## config.mk

```make
export PLATFORM = sky130hd
export DESIGN_NAME = rkc_entry_ram
export DESIGN_NICKNAME = d
export VERILOG_FILES = /design/src/rtl/rkc_pkg.sv /design/src/rtl/rkc_entry_ram.sv
export SDC_FILE = /design/constraint.sdc
export NUM_CORES = 2
export LEC_CHECK = 0
export BUFFER_PORTS_ARGS = -buffer_cell sky130_fd_sc_hd__buf_2
export CAP_MARGIN = 10
export CORE_ASPECT_RATIO = 0.9
export CORE_MARGIN = 8
export CORE_UTILIZATION = 46
export DETAILED_ROUTE_END_ITERATION = 10
export GPL_TIMING_DRIVEN = 0
export PLACE_DENSITY_LB_ADDON = 0.15
export SLEW_MARGIN = 0
export SYNTH_ARGS = -nofsm -noshare
export SYNTH_HDL_FRONTEND = slang
export SYNTH_SLANG_ARGS = --single-unit
```

## constraint.sdc

```tcl
create_clock -name clk -period 4.85 [get_ports clk]
set_input_delay 0 -clock clk [delete_from_list [all_inputs] [get_ports clk]]
set_output_delay 0 -clock clk [all_outputs]
set_load 0.01 [all_outputs]
```

## src/rtl/rkc_pkg.sv

```systemverilog
`timescale 1ns / 1ps
// ----------------------------------------------------------------------------
// Reference-counted key cache table package
// Shared request, response and entry types, action and status codes.
// ----------------------------------------------------------------------------
package rkc_pkg;

  localparam int ENTRIES_DEF = 64;
  localparam int SLOT_W      = 6;
  localparam int COUNT_W     = 16;
  localparam int DEV_W       = 8;
  localparam int OBJ_W       = 32;
  localparam int LINK_W      = 16;

  localparam logic [1:0] ACT_LOOKUP = 2'd0;
  localparam logic [1:0] ACT_DUP    = 2'd1;
  localparam logic [1:0] ACT_PUT    = 2'd2;
  localparam logic [1:0] ACT_LOAD   = 2'd3;

  localparam logic [1:0] ST_OK        = 2'd0;
  localparam logic [1:0] ST_FULL      = 2'd1;
  localparam logic [1:0] ST_NOT_HELD  = 2'd2;
  localparam logic [1:0] ST_SATURATED = 2'd3;

  localparam logic [COUNT_W-1:0] COUNT_MAX = '1;

  typedef struct packed {
    logic [1:0]        action;
    logic [DEV_W-1:0]  device_id;
    logic [OBJ_W-1:0]  object_number;
    logic [SLOT_W-1:0] slot;
    logic [LINK_W-1:0] link_count;
  } in_req_t;

  typedef struct packed {
    logic [SLOT_W-1:0]  result_slot;
    logic [1:0]         status;
    logic               hit;
    logic               needs_load;
    logic               release_on_disk;
    logic [COUNT_W-1:0] count_after;
  } out_rsp_t;

  typedef struct packed {
    logic [COUNT_W-1:0] count;
    logic               loaded;
    logic               unlinked;
    logic [DEV_W-1:0]   device_id;
    logic [OBJ_W-1:0]   object_number;
  } entry_t;

  typedef struct packed {
    logic              lk_hit;
    logic              lk_full;
    logic              oor;
    logic [SLOT_W-1:0] tgt_slot;
  } eval_ctl_t;

endpackage

```

## src/rtl/rkc_entry_ram.sv

```systemverilog
`timescale 1ns / 1ps
// ----------------------------------------------------------------------------
// Entry memory
// One write port and one read port with registered read data.
// ----------------------------------------------------------------------------
module rkc_entry_ram #(
  parameter int ENTRIES = rkc_pkg::ENTRIES_DEF,
  parameter int IDX_W   = (ENTRIES > 1) ? $clog2(ENTRIES) : 1
) (
  input  logic                clk,
  input  logic                wr_en,
  input  logic [IDX_W-1:0]    wr_addr,
  input  rkc_pkg::entry_t     wr_data,
  input  logic                rd_en,
  input  logic [IDX_W-1:0]    rd_addr,
  output rkc_pkg::entry_t     rd_data
);
  import rkc_pkg::*;

  entry_t mem [ENTRIES];
  entry_t rd_data_r;

  always_ff @(posedge clk) begin
    if (wr_en) begin
      mem[wr_addr] <= wr_data;
    end
    if (rd_en) begin
      rd_data_r <= mem[rd_addr];
    end
  end

  assign rd_data = rd_data_r;

endmodule

```

==> summary.txt <==
Clock network
  – CTS root buf: clkbuf_16
  – Hold buffers post-CTS: 63
  – CTS tree: built
  – H-Tree Depth: 5
  – Clk_lat worst skew: 0.95 ns
  – CTS Buf Count: 386
  – Number of buffers on the longest clock path: 4
  – CTS resizes: 0
  – TritonCTS Sinks: 3770
  – Post-CTS setup buffers: 0
  – Clock transition at path regs: 0.06 ns

STA
  – Final period utilization: 89.2%
  – Normalized max-slew margin: 6.34%
  – Clock Skews: 0.0423 ns
  – Setup Viol. Count Final: 0
  – Fmax: 231 MHz
  – Setup_tns: 0 ns
  – Hold WS: 0.0141 ns
  – Final setup margin: 0.522 ns
  – RSZ-0062 raised after global routing: false
  – Time the worst path needs with I/O delays and setup: 4.33 ns
  – Final Max Slew Viols: 0
  – Worst-Margin Slew: 1.39 ns
  – Hold Vio Cnt, Final: 0

Drt
  – Via count: 72113
  – Routed WL per cell: 39.4 um
  – ANT nets after route: 0
  – Total length of routed wires: 444000 um
  – Drt drc: 0
  – DR vias/cell: 6.40
  – Drt initial violations: 10224
  – First-pass iteration count of the detailed router: 5

Layout
  – Area growth syn-to-layout: 17.2%
  – Layout filler cell count: 22980
  – Final nets: 6911
  – Layout cells sized above 1: 29.7%

Synth
  – Most frequent cell after synthesis: edfxtp_1
  – Async S/R FF share, synth: 0%
  – Area contributors post-synth: edfxtp_1 (80%), mux4_2 (14%), o22ai_1 (0.95%)
  – Share of the synthesized area in the top cell type: 79.8%
  – Mapped Area: 142000 um2
  – Synthesis-stage register bit count: 3770
  – Post-synth EDFFs: 3770
  – Avg Cell Area, Syn: 23.7 um2
  – Mapped Nets: 6071
  – Post-synthesis cell type count: 37
  – Seq/Total Area, Yosys: 79.8%
  – Synthesized instance count: 5998
  – Ys flop type: edfxtp_1
  – Yosys top cell by area: edfxtp_1
  – Yosys Warn Count: 0
  – Most common library cells after synthesis: edfxtp_1 (3770), mux4_2 (890), o22ai_1 (215), clkbuf_1 (143), buf_2 (132)

Global routing
  – First-pass GRT wire length: 598000 um
  – Pin count of the biggest net entering global routing: 65
  – Initial antenna violation count: 50
  – Total global-route track usage: 26.7%
  – Gr ovfl total: 0
  – Number of global-route vias before repair: 70655

Worst hold path
  – Min-delay worst type: in -> reg

Critical path
  – WP data arrival: 5.03 ns
  – Setup CP Type: in -> reg
  – Crit Path Max Fanout: 13
  – CP startpoint kind: primary input
  – Worst setup EP type: flop
  – Worst path required time: 5.56 ns

Die
  – Die Area: 326000 um2
  – Die Width: 601 um
  – Ports: 131
  – Initial core utilization: 46.2%
  – Die Y: 543 um
  – Core ar.: 307000 um2
  – Site Rows: 193

Pwr
  – Max VDD drop: 310 uV
  – Leak: 51.8 nW
  – Total Power: 68.9 mW
  – Power Dens Cells: 414 nW/um2

Status
  – Status: finished clean

Placed design
  – Place WS: -0.280 ns
  – I/O Buffers: 122
  – GP Congestion: 0.811
  – Dpl hpwl: 297000 um

Job
  – Max_cap viols: 0
[report_power, final]
part | internal [mW] | total (mW) | switching, mW
clock | 16.3 | 28.8 | 12.5
sequential | 36.2 | 36.2 | 0.0669
combinational | 1.27 | 3.87 | 2.60
[path summary, 6_finish.rpt]
path | from | to | slack, ns | cells after the start
setup / recovery | rd_addr[2] | rd_data[56]$_DFFE_PP_ | 0.52 | 9
hold / removal | wr_data[43] | mem[22][43]$_DFFE_PP_ | 0.01 | 2
setup reg to reg | mem[16][49]$_DFFE_PP_ | rd_data[49]$_DFFE_PP_ | 2.23 | 4
hold reg to reg | mem[35][9]$_DFFE_PP_ | rd_data[9]$_DFFE_PP_ | 1.01 | 4
[area by class of cell]
class,instances,area [um2],share of cell area (%)
Clock inverter,222,2000,1.20
Tap cell,4095,5120,3.08
Timing Repair Buffer,452,6480,3.89
Sequential cell,3770,113000,68.1
Clock buffer,473,10100,6.08
Multi-Input combinational cell,1887,27700,16.6
Buffer,341,1640,0.989
Antenna cell,26,65.1,0.0391
[routing by layer]
layer | GRT usage [%] | vias to the layer above | wire length, um
li1 | - | 27803 | -
met2 | 42.0 | 4194 | 208000
met4 | 8.64 | 12 | 15600
met3 | 6.80 | 715 | 47600
met5 | 0 | - | 77
met1 | 37.0 | 39389 | 172000
[kinds of logic after synthesis]
logic type      Yosys count  synth area share, %
flops                  3770                 79.8
mux                    1062                 15.4
compound gates          551                 2.70
buf+inv                 341                 1.16
simple gates            274                0.964
[worst max-delay path, cell delays in order]
cell	delay [ns]
buf_2	0.33
buf_2	0.81
nor2_1	0.11
nand2_1	0.23
clkbuf_1	0.73
clkbuf_1	1.00
o22ai_1	0.21
nor4_1	1.09
o22a_1	0.47
[flip-flops by register name, summed over array words and instances (netlist names)]
signal,cells
mem,3712
rd_data,58
[cells in the final DEF, fill, tap and decap left out, types with 20 or more instances in the layout]
| master | n |
|---|---|
| nor2b_1 | 23 |
| clkinv_1 | 96 |
| buf_16 | 44 |
| clkinv_2 | 65 |
| nand2_1 | 29 |
| a22oi_1 | 35 |
| a21oi_1 | 82 |
| o221ai_1 | 79 |
| mux2_2 | 41 |
| clkbuf_16 | 392 |
| o22ai_1 | 215 |
| a221oi_1 | 39 |
| diode_2 | 26 |
| o22a_1 | 38 |
| buf_4 | 66 |
| dlygate4sd3_1 | 63 |
| nor2_4 | 62 |
| mux2i_1 | 131 |
| bufinv_16 | 27 |
| edfxtp_1 | 3770 |
| buf_12 | 182 |
| nor2_1 | 43 |
| nor4_2 | 28 |
| clkbuf_1 | 221 |
| mux4_2 | 890 |
| buf_2 | 258 |
| buf_1 | 20 |
[per-stage QoR]
step | instances | utilization, % | area [um2]
floorplan | 5998 | - | 142000
global placement | 10215 | 48.1 | 148000
detailed placement | 10457 | 49.9 | 153000
CTS | 11215 | 54.0 | 166000
global route | 11246 | 54.2 | 166000
finish | 11266 | 54.2 | 166000
No activity file was read; power rests on OpenSTA's default activity.
