$ cat src/rtl/rkc_pkg.sv
`timescale 1ns / 1ps
// ----------------------------------------------------------------------------
// Reference-counted key cache table package
// Shared request, response and entry types, action and status codes.
// ----------------------------------------------------------------------------
package rkc_pkg;

  localparam int ENTRIES_DEF = 64;
  localparam int SLOT_W      = 6;
  localparam int COUNT_W     = 16;
  localparam int DEV_W       = 8;
  localparam int OBJ_W       = 32;
  localparam int LINK_W      = 16;

  localparam logic [1:0] ACT_LOOKUP = 2'd0;
  localparam logic [1:0] ACT_DUP    = 2'd1;
  localparam logic [1:0] ACT_PUT    = 2'd2;
  localparam logic [1:0] ACT_LOAD   = 2'd3;

  localparam logic [1:0] ST_OK        = 2'd0;
  localparam logic [1:0] ST_FULL      = 2'd1;
  localparam logic [1:0] ST_NOT_HELD  = 2'd2;
  localparam logic [1:0] ST_SATURATED = 2'd3;

  localparam logic [COUNT_W-1:0] COUNT_MAX = '1;

  typedef struct packed {
    logic [1:0]        action;
    logic [DEV_W-1:0]  device_id;
    logic [OBJ_W-1:0]  object_number;
    logic [SLOT_W-1:0] slot;
    logic [LINK_W-1:0] link_count;
  } in_req_t;

  typedef struct packed {
    logic [SLOT_W-1:0]  result_slot;
    logic [1:0]         status;
    logic               hit;
    logic               needs_load;
    logic               release_on_disk;
    logic [COUNT_W-1:0] count_after;
  } out_rsp_t;

  typedef struct packed {
    logic [COUNT_W-1:0] count;
    logic               loaded;
    logic               unlinked;
    logic [DEV_W-1:0]   device_id;
    logic [OBJ_W-1:0]   object_number;
  } entry_t;

  typedef struct packed {
    logic              lk_hit;
    logic              lk_full;
    logic              oor;
    logic [SLOT_W-1:0] tgt_slot;
  } eval_ctl_t;

endpackage

$ cat src/rtl/rkc_eval_unit.sv
`timescale 1ns / 1ps
// ----------------------------------------------------------------------------
// Entry evaluation unit
// Key compare during the scan; count update, flag update and response build
// for the entry selected by the sequencer.
// ----------------------------------------------------------------------------
module rkc_eval_unit (
  input  rkc_pkg::eval_ctl_t ctl,
  input  rkc_pkg::in_req_t   req,
  input  rkc_pkg::entry_t    word,
  output logic               match,
  output logic               wr_en,
  output rkc_pkg::entry_t    new_word,
  output rkc_pkg::out_rsp_t  rsp
);
  import rkc_pkg::*;

  logic               held;
  logic               sat;
  logic [COUNT_W-1:0] inc;
  logic [COUNT_W-1:0] dec;
  logic               rel;

  always_comb begin
    held  = (word.count != '0);
    sat   = (word.count == COUNT_MAX);
    inc   = sat ? word.count : word.count + COUNT_W'(1);
    dec   = word.count - COUNT_W'(1);
    rel   = (word.count == COUNT_W'(1)) && word.loaded && word.unlinked;
    match = held && (word.device_id == req.device_id) &&
            (word.object_number == req.object_number);

    new_word        = word;
    wr_en           = 1'b0;
    rsp             = '0;
    rsp.result_slot = ctl.tgt_slot;

    if (req.action == ACT_LOOKUP) begin
      if (ctl.lk_hit) begin
        new_word.count  = inc;
        wr_en           = !sat;
        rsp.status      = sat ? ST_SATURATED : ST_OK;
        rsp.hit         = 1'b1;
        rsp.needs_load  = !word.loaded;
        rsp.count_after = inc;
      end else if (ctl.lk_full) begin
        rsp.result_slot = '0;
        rsp.status      = ST_FULL;
      end else begin
        new_word.count         = COUNT_W'(1);
        new_word.loaded        = 1'b0;
        new_word.unlinked      = 1'b0;
        new_word.device_id     = req.device_id;
        new_word.object_number = req.object_number;
        wr_en                  = 1'b1;
        rsp.status             = ST_OK;
        rsp.needs_load         = 1'b1;
        rsp.count_after        = COUNT_W'(1);
      end
    end else if (ctl.oor || !held) begin
      rsp.status = ST_NOT_HELD;
    end else begin
      case (req.action)
        ACT_DUP: begin
          new_word.count  = inc;
          wr_en           = !sat;
          rsp.status      = sat ? ST_SATURATED : ST_OK;
          rsp.needs_load  = !word.loaded;
          rsp.count_after = inc;
        end
        ACT_PUT: begin
          new_word.count      = dec;
          new_word.loaded     = word.loaded && !rel;
          wr_en               = 1'b1;
          rsp.status          = ST_OK;
          rsp.needs_load      = (dec != '0) && !(word.loaded && !rel);
          rsp.release_on_disk = rel;
          rsp.count_after     = dec;
        end
        ACT_LOAD: begin
          if (!word.loaded) begin
            new_word.loaded   = 1'b1;
            new_word.unlinked = (req.link_count == '0);
            wr_en             = 1'b1;
          end
          rsp.status      = ST_OK;
          rsp.count_after = word.count;
        end
        default: begin
          rsp.status = ST_NOT_HELD;
        end
      endcase
    end
  end

endmodule

$ cat config.mk
export PLATFORM = sky130hd
export DESIGN_NAME = rkc_eval_unit
export DESIGN_NICKNAME = d
export VERILOG_FILES = /design/src/rtl/rkc_pkg.sv /design/src/rtl/rkc_eval_unit.sv
export SDC_FILE = /design/constraint.sdc
export NUM_CORES = 1
export LEC_CHECK = 0
export BUFFER_PORTS_ARGS = -buffer_cell sky130_fd_sc_hd__buf_2
export CORE_ASPECT_RATIO = 0.8
export CORE_MARGIN = 2
export CORE_UTILIZATION = 40
export DETAILED_ROUTE_END_ITERATION = 16
export PLACE_DENSITY = 0.81
export SETUP_SLACK_MARGIN = 0.1
export SLEW_MARGIN = 20
export SYNTH_ARGS = -nofsm -noshare
export SYNTH_HDL_FRONTEND = slang
export SYNTH_SLANG_ARGS = --single-unit
$ cat constraint.sdc
create_clock -name vclk -period 3.8
set_input_delay 0.76 -clock vclk [all_inputs]
set_output_delay 0.76 -clock vclk [all_outputs]
set_load 0.02 [all_outputs]
==> qor.yml <==
drtIter0Drc: 587
hold_depth: 3
die_h_um: 86.96
fin_cells: 912
rows: 30
wl_per_cell_um: 17.96
regArea_um2: 0
synth_top_area_share_pct: 16.25
first_global_vias: 4678
antenna_left: 0
powerDensity_nw_per_um2: 126.0
power.leakage_nw: 2.333
setup_slack_ns: 0.1353
outcome: "completed"
die_area_um2: 9365
gp_congestion: 1.014
seq_cell_count: 0
post_cts_resized: 0
tightest_slew_ns: 0.7300
nFillCells: 879
ys_seq_area_share_pct: 0
synthTopCellsByArea: "nand2_1, xor2_1, xnor2_1"
cap_violations: 0
cp_data_arrival_time_ns: 2.90
grt_max_degree: 43
maxUsedRoutingLayer: "met4"
viasPerCell: 5.973
pre_cts_ws_ns: 0.1943
initial_core_util_pct: 40.92
hold_viol: 0
core_um2: 8408
start_kind: "input port"
multi_input_area_um2: 3194
finalCritPeriodShare_pct: 96.44
nets: 942
total_power_uw: 610.6
dr.pass1.iters: 7
vias: 5447
dpl.cell_count: 912
drive_gt1_share_pct: 36.63
clock_buffers: 0
ys_warn_count: 0
hold_path.class: "input port to output port"
yosysUniqueCellTypes: 71
drc: 0
fin_tns_setup_ns: 0
wl_met1_um: 6582
netlist_instances: 583
hpwl_um: 13180
pin_count: 218
finalSetupViolations: 0
grt_pass1_wl_um: 24430
antennaDiodeCount: 0
fmax_ghz: 0.2729
worstPathRequired_ns: 3.04
grt.total_usage_pct: 32.69
grt_setup_unrepaired: "false"
die_w_um: 107.7
overflow: 0
antenna_found_initial: 0
post-route-util_pct: 57.65
final_max_slew_viol_count: 0
postCtsSetupBuffers: 0
wl_um: 16380
synth_nets: 723
relSlewSlack_pct: 51.33
synth_top_cell_by_area: "nand2_1"
met2_length_um: 7242
wl_met3_um: 2263
crit_path_end_kind: "output port"
ctsHoldBuffers: 0
fin_crit_ns: 3.665
port_buffers: 212
crit_type: "input port to output port"
netlist_area_um2: 3441
crit_path_max_fanout: 17
vdd_drop_max_v: 0.00006768
avgSynthCellArea_um2: 5.902
syn_to_final_growth_pct: 40.87
worst max-delay path, cell delays in order:
cell,delay [ns]
buf_2,0.19
or4_1,0.62
a2111oi_2,0.44
o22ai_1,0.12
o21ai_1,0.22
nor3_1,0.10
o211ai_1,0.23
buf_2,0.22
layer usage:
metal	global-route usage, %	vias to the layer above
met5	0	-
met4	5.128	0
met3	8.527	38
met2	51.80	416
met1	45.34	2428
li1	-	2565
cell type report:
type               instances  area share, %
multi-input cells        523          65.90
well taps                112          2.891
repair buffers           264          30.20
inverters                 13          1.007
cell usage in the layout, fill, tap and decap left out, types with 3 or more instances in the layout:
cell | synthesis | layout
buf_2 | 4 | 212
nand2_1 | 149 | 149
buf_4 | 2 | 51
nor2_1 | 33 | 33
o21ai_0 | 33 | 33
a21oi_1 | 31 | 31
xor2_1 | 27 | 27
nand3_1 | 22 | 22
xnor2_1 | 21 | 21
nor3_1 | 20 | 19
nor4_1 | 18 | 18
inv_1 | 10 | 10
nand4_1 | 10 | 10
ha_1 | 9 | 9
and3_1 | 8 | 8
a31oi_1 | 8 | 8
nand2b_1 | 8 | 8
and2_1 | 8 | 8
o22ai_1 | 8 | 8
o21ai_1 | 8 | 8
o31ai_1 | 8 | 8
or3_1 | 7 | 7
a221oi_1 | 7 | 7
and4_1 | 5 | 5
o221ai_1 | 4 | 4
clkinv_1 | 3 | 3
a311o_1 | 3 | 3
nor4_2 | 3 | 3
o211ai_1 | 3 | 3
a311oi_1 | 3 | 3
a22oi_1 | 3 | 3
a221o_1 | 3 | 3
nand3b_1 | 3 | 3
a32oi_1 | 3 | 3
a2bb2oi_1 | 3 | 3
stage by stage:
stage                     cell area, um2  hold slack, ns
after floorplan                     3441           1.681
after global placement              4838           1.838
after detailed placement            4838           1.841
after CTS                           4838           1.841
after global routing                4847           1.855
final                               4847           1.839
cell usage after synthesis (all sizes together), types with 4 or more instances:
| library cell | instances |
|---|---|
| nand2b | 8 |
| a221oi | 9 |
| nor4 | 23 |
| inv | 10 |
| and2 | 8 |
| buf | 9 |
| o21ai | 41 |
| nor2 | 35 |
| xnor2 | 21 |
| or3 | 8 |
| a21oi | 32 |
| a31oi | 8 |
| nor3 | 22 |
| clkbuf | 38 |
| and3 | 10 |
| ha | 9 |
| nand4 | 11 |
| o221ai | 4 |
| and4 | 5 |
| o22ai | 8 |
| xor2 | 27 |
| o31ai | 9 |
| nand2 | 149 |
| nand3 | 22 |
cell families after synthesis:
family / Yosys count / share of synthesized area, %
AND/OR/NAND/NOR: 314 / 46.25
AO/OA/AOI/OAI: 150 / 30.11
buffers and inverters: 60 / 7.564
XOR/XNOR: 48 / 12.22
adder cells (fa/ha/maj): 9 / 3.273
multiplexers: 2 / 0.5818
path summary, 6_finish.rpt:
path	from	to
worst max-delay path	word[45]	rsp[17]
worst min-delay path	ctl[1]	rsp[22]
report_power, final:
group | switching (mW) | leakage [nW] | internal (mW) | total (mW)
clock | 0 | 0 | 0 | 0
sequential | 0 | 0 | 0 | 0
combinational | 0.378 | 2.33 | 0.232 | 0.611
total | 0.378 | 2.33 | 0.232 | 0.611
(Power assumes the default switching activity.)
